<file path="config.mk">
export PLATFORM = sky130hd
export DESIGN_NAME = kei_mul
export DESIGN_NICKNAME = d
export VERILOG_FILES = /design/src/hw/rtl/kei_mul.sv
export SDC_FILE = /design/constraint.sdc
export NUM_CORES = 1
export LEC_CHECK = 0
export ABC_AREA = 0
export BUFFER_PORTS_ARGS = -buffer_cell sky130_fd_sc_hd__buf_2
export CORE_MARGIN = 4
export CORE_UTILIZATION = 65
export CTS_CLUSTER_SIZE = 14
export DETAILED_ROUTE_END_ITERATION = 10
export PLACE_DENSITY = 0.81
export SYNTH_ARGS = -nofsm -noshare
export SYNTH_HDL_FRONTEND = slang
export SYNTH_SLANG_ARGS = --single-unit
</file>
<file path="constraint.sdc">
create_clock -name clk -period 6.55 [get_ports clk]
set_input_delay 0.655 -clock clk [delete_from_list [all_inputs] [get_ports clk]]
set_output_delay 0.655 -clock clk [all_outputs]
set_load 0.1 [all_outputs]
</file>
<file path="src/hw/rtl/kei_mul.sv">
// Shared unsigned multiplier with registered product.
module kei_mul #(
  parameter int MW = 19
) (
  input  logic            clk,
  input  logic [MW-1:0]   op_a,
  input  logic [MW-1:0]   op_b,
  output logic [2*MW-1:0] prod
);

  always_ff @(posedge clk) begin
    prod <= op_a * op_b;
  end

endmodule

</file>
Word-level counts from Yosys, hierarchy flattened
Index checks and enable logic that the tools add are counted.
- register bits: 38
- latch bits: 0
- RAM bits: 0
- bits in read-only memories: 0
- input bits: 39
- output and inout bits: 38
- word-level logic and storage cells: 2
- memories: 0
- $add $sub $neg: 0
- multipliers: 1
- div/mod/pow operators: 0
- $lt $le $gt $ge: 0
- eq/ne operators: 0
- shifts and indexed selects: 0
- mux-type cells: 0
- bitwise logic cells: 0
- reductions and logical operators: 0
- operator list (operator ; count):
    multiplier 19 x 19 -> 38 bit ; 1

Depth between registers and ports, before layout
- depth in word-level cells: 1
- mapped depth: 23
- gate-level depth less buffers: 21

Least setup slack after synthesis
No wires, ideal clock.
- path type: in2reg
- from: in op_b[10]
- to: reg prod[29]
- library setup time: 0.127 ns
- arrival time: 5.976 ns
- required time: 6.423 ns
- setup slack: 0.448 ns
- cell stages on the path: 20
- path buffers: 3
- cells stage by stage: clkbuf_1 > buf_1 > nand2_1 > fa_1 > inv_1 > fa_1 > fa_1 > fa_1 > fa_1 > inv_1 > fa_1 > inv_1 > ha_1 > clkbuf_1 > a21o_1 > a21o_1 > a221o_1 > a21oi_1 > o21ai_0 > xor2_1
- cells in the longest elaborated chain, start to end: 1
- RTL lines (item ; RTL line ; RTL):
    start, declared ; 7 ; input logic [MW-1:0] op_b,
    multiplier 19 x 19 -> 38 bit ; 12 ; prod <= op_a * op_b;
    end signal, assigned ; 12 ;
    end, declared ; 8 ; output logic [2*MW-1:0] prod
No other way between the ends.

Worst setup path in the final report
- from: in op_b[10]
- to: reg prod[31]
Same word-level chain as after synthesis.

==> run metrics <==
root buf cell clkbuf_16; Compound-Gate Fraction of Synth Area 0.0568; die area 22000 um2; Post-CTS Resized 0; post-layout util 0.699; cell count after synthesis 1422; Final Routed Wirelength 30400 um; global-route wire length before repair 51100 um; largest net degree at the start of global routing 20; element type at the critical path end flip-flop; Largest Register prod; Post-Synthesis Mean Instance Area 9.01 um2; Yosys top cell by area fa_1; Final Cycle Share 0.927; synthesis-to-finish area growth 5.76%; drc violations 0; outcome completed; post-synthesis adder-cell area fraction 0.570; number of setup buffers added after CTS 0; Inserted Diodes 0; Peak Freq 165 MHz; grt total ovfl 0; die height 148 um; Final Hold Viols 0; Fillers 1558; GRT Total Usage 0.295; Synth top cells by count inv_1 (345), fa_1 (288), and2_1 (203), nand2_1 (176), ha_1 (123); DRT iter0 DRCs 567; Yosys top cell area share 0.450; io pins 77; Post-layout nets 1910; Ys Warns 0; vias in the first global route 10.4k; Hold/Removal Path Class input pin to flip-flop; Setup TNS Final 0 ns; Slew headroom 0.666; RSZ-0062 raised after global routing no; Final GP Congestion 0.882; EDFF count, synth 0; num rows 51; largest family of logic cells by synthesized area adder cells; Yosys reg bits 38; routed vias 9605; hold buffers post-CTS 0; Synth area leaders fa_1 (45%), ha_1 (12%), inv_1 (10%); library cells used by synthesis 45; crit path launch type input pin; Starting Density 0.661; Hold WS 0.878 ns; Slew @ Worst Pin 0.501 ns; xor and xnor fraction of the mapped netlist area 0.0232; Mapped Nets 1872; most common cell in the netlist inv_1; H-Tree Depth 2; # placed instances 1718; antenna viol nets, final 0; register area 761 um2; Clock Tree Buf Depth 2; largest registers prod x38; Most used DFF post-synth dfxtp_1; Hold Crit Depth 2; core area 19400 um2; asr flop ratio synth 0; Reg clk slew, reported paths 0.06 ns; cell area after synthesis 12800 um2; CTS tree built; vias per cell 5.56; simple-gate share of the synthesized area 0.171; initial antenna violation count 0; Final Setup Violations 0; post-DR wirelength/cell 17.6 um; Hold Path Sink prod[0]$_DFF_P_; multiplexer share of the synthesized area 0.00156; critical path type input pin to flip-flop; Hold Startpoint op_b[0]; final cell count without fillers 1726; MaxCap Viol Count 0; Critical Path RT 6.72 ns; Max Slew Vio Count 0; layout cells sized above 1 0.0705; min Tclk post-route 6.07 ns; Port Buffers 76; sequential area share after synthesis 0.0594; Chip Width 148 um; Worst Path Max Fanout 19; Num CTS Buffers 5; TritonCTS Sinks 38; Crit path arrival time 6.24 ns; drt first pass iters 5; footprint of the multi-input gates 10500 um2; placed wire-length estimate 24400 um; Largest register FFs 38
## layout by cell type, fill, tap and decap left out, types with 16 or more instances in the layout
| cell type | instances |
|---|---|
| inv_1 | 345 |
| fa_1 | 288 |
| a21o_1 | 20 |
| a21oi_1 | 33 |
| ha_1 | 123 |
| xor2_1 | 16 |
| dfxtp_1 | 38 |
| buf_2 | 76 |
| and2_1 | 203 |
| nand2_1 | 176 |
| xnor2_1 | 18 |
| o21ai_0 | 16 |
## worst max-delay path by stage
stage / start / end / slack [ns] / depth (start not counted)
floorplan: op_b[10] / prod[29]$_DFF_P_ / 0.45 / 20
global placement: op_b[10] / prod[32]$_DFF_P_ / 0.31 / 21
detailed placement: op_b[10] / prod[29]$_DFF_P_ / 0.25 / 21
CTS: op_b[10] / prod[29]$_DFF_P_ / 0.53 / 21
global route: op_b[10] / prod[32]$_DFF_P_ / 0.21 / 21
finish: op_b[10] / prod[31]$_DFF_P_ / 0.48 / 21
## layout make-up
| cell class | count | area share |
|---|---|---|
| clock buffer | 7 | 0.0105 |
| clock inverter | 1 | 0.000369 |
| inverter | 345 | 0.0955 |
| multi-input combinational | 981 | 0.778 |
| sequential | 38 | 0.0561 |
| tap | 265 | 0.0245 |
| timing repair buffer | 89 | 0.0353 |
## per-stage QoR
stage                     instance area (um2)  setup slack (ns)
after floorplan                         12800             0.448
after global placement                  13400             0.314
after global routing                    13600             0.214
after CTS                               13600             0.531
final                                   13600             0.479
after detailed placement                13400             0.249
## logic make-up after synthesis
family,count (synthesis)
flops,38
simple gates,428
xor+xnor,34
mux,2
fa+ha+maj,411
compound gates,106
buf+inv,403
## routing by layer
layer | routed length (um) | global-route usage
met1 | 11200 | 0.367
met2 | 15600 | 0.515
met3 | 2100 | 0.0427
met5 | 0 | 0
met4 | 1450 | 0.127
## worst max-delay path: stages
cell      delay, ns
buf_2          0.38
nand2_1        0.15
fa_1           0.55
inv_1          0.05
fa_1           0.52
inv_1          0.06
fa_1           0.53
inv_1          0.05
fa_1           0.39
fa_1           0.51
inv_1          0.05
fa_1           0.48
inv_1          0.04
ha_1           0.39
a21o_1         0.23
a31oi_1        0.18
nor2_1         0.07
a311oi_1       0.34
o211ai_1       0.21
o21a_1         0.26
xor2_1         0.14
Power is not shown: default switching activity piles up to over one toggle a cycle in this logic, so the estimate is an artifact.
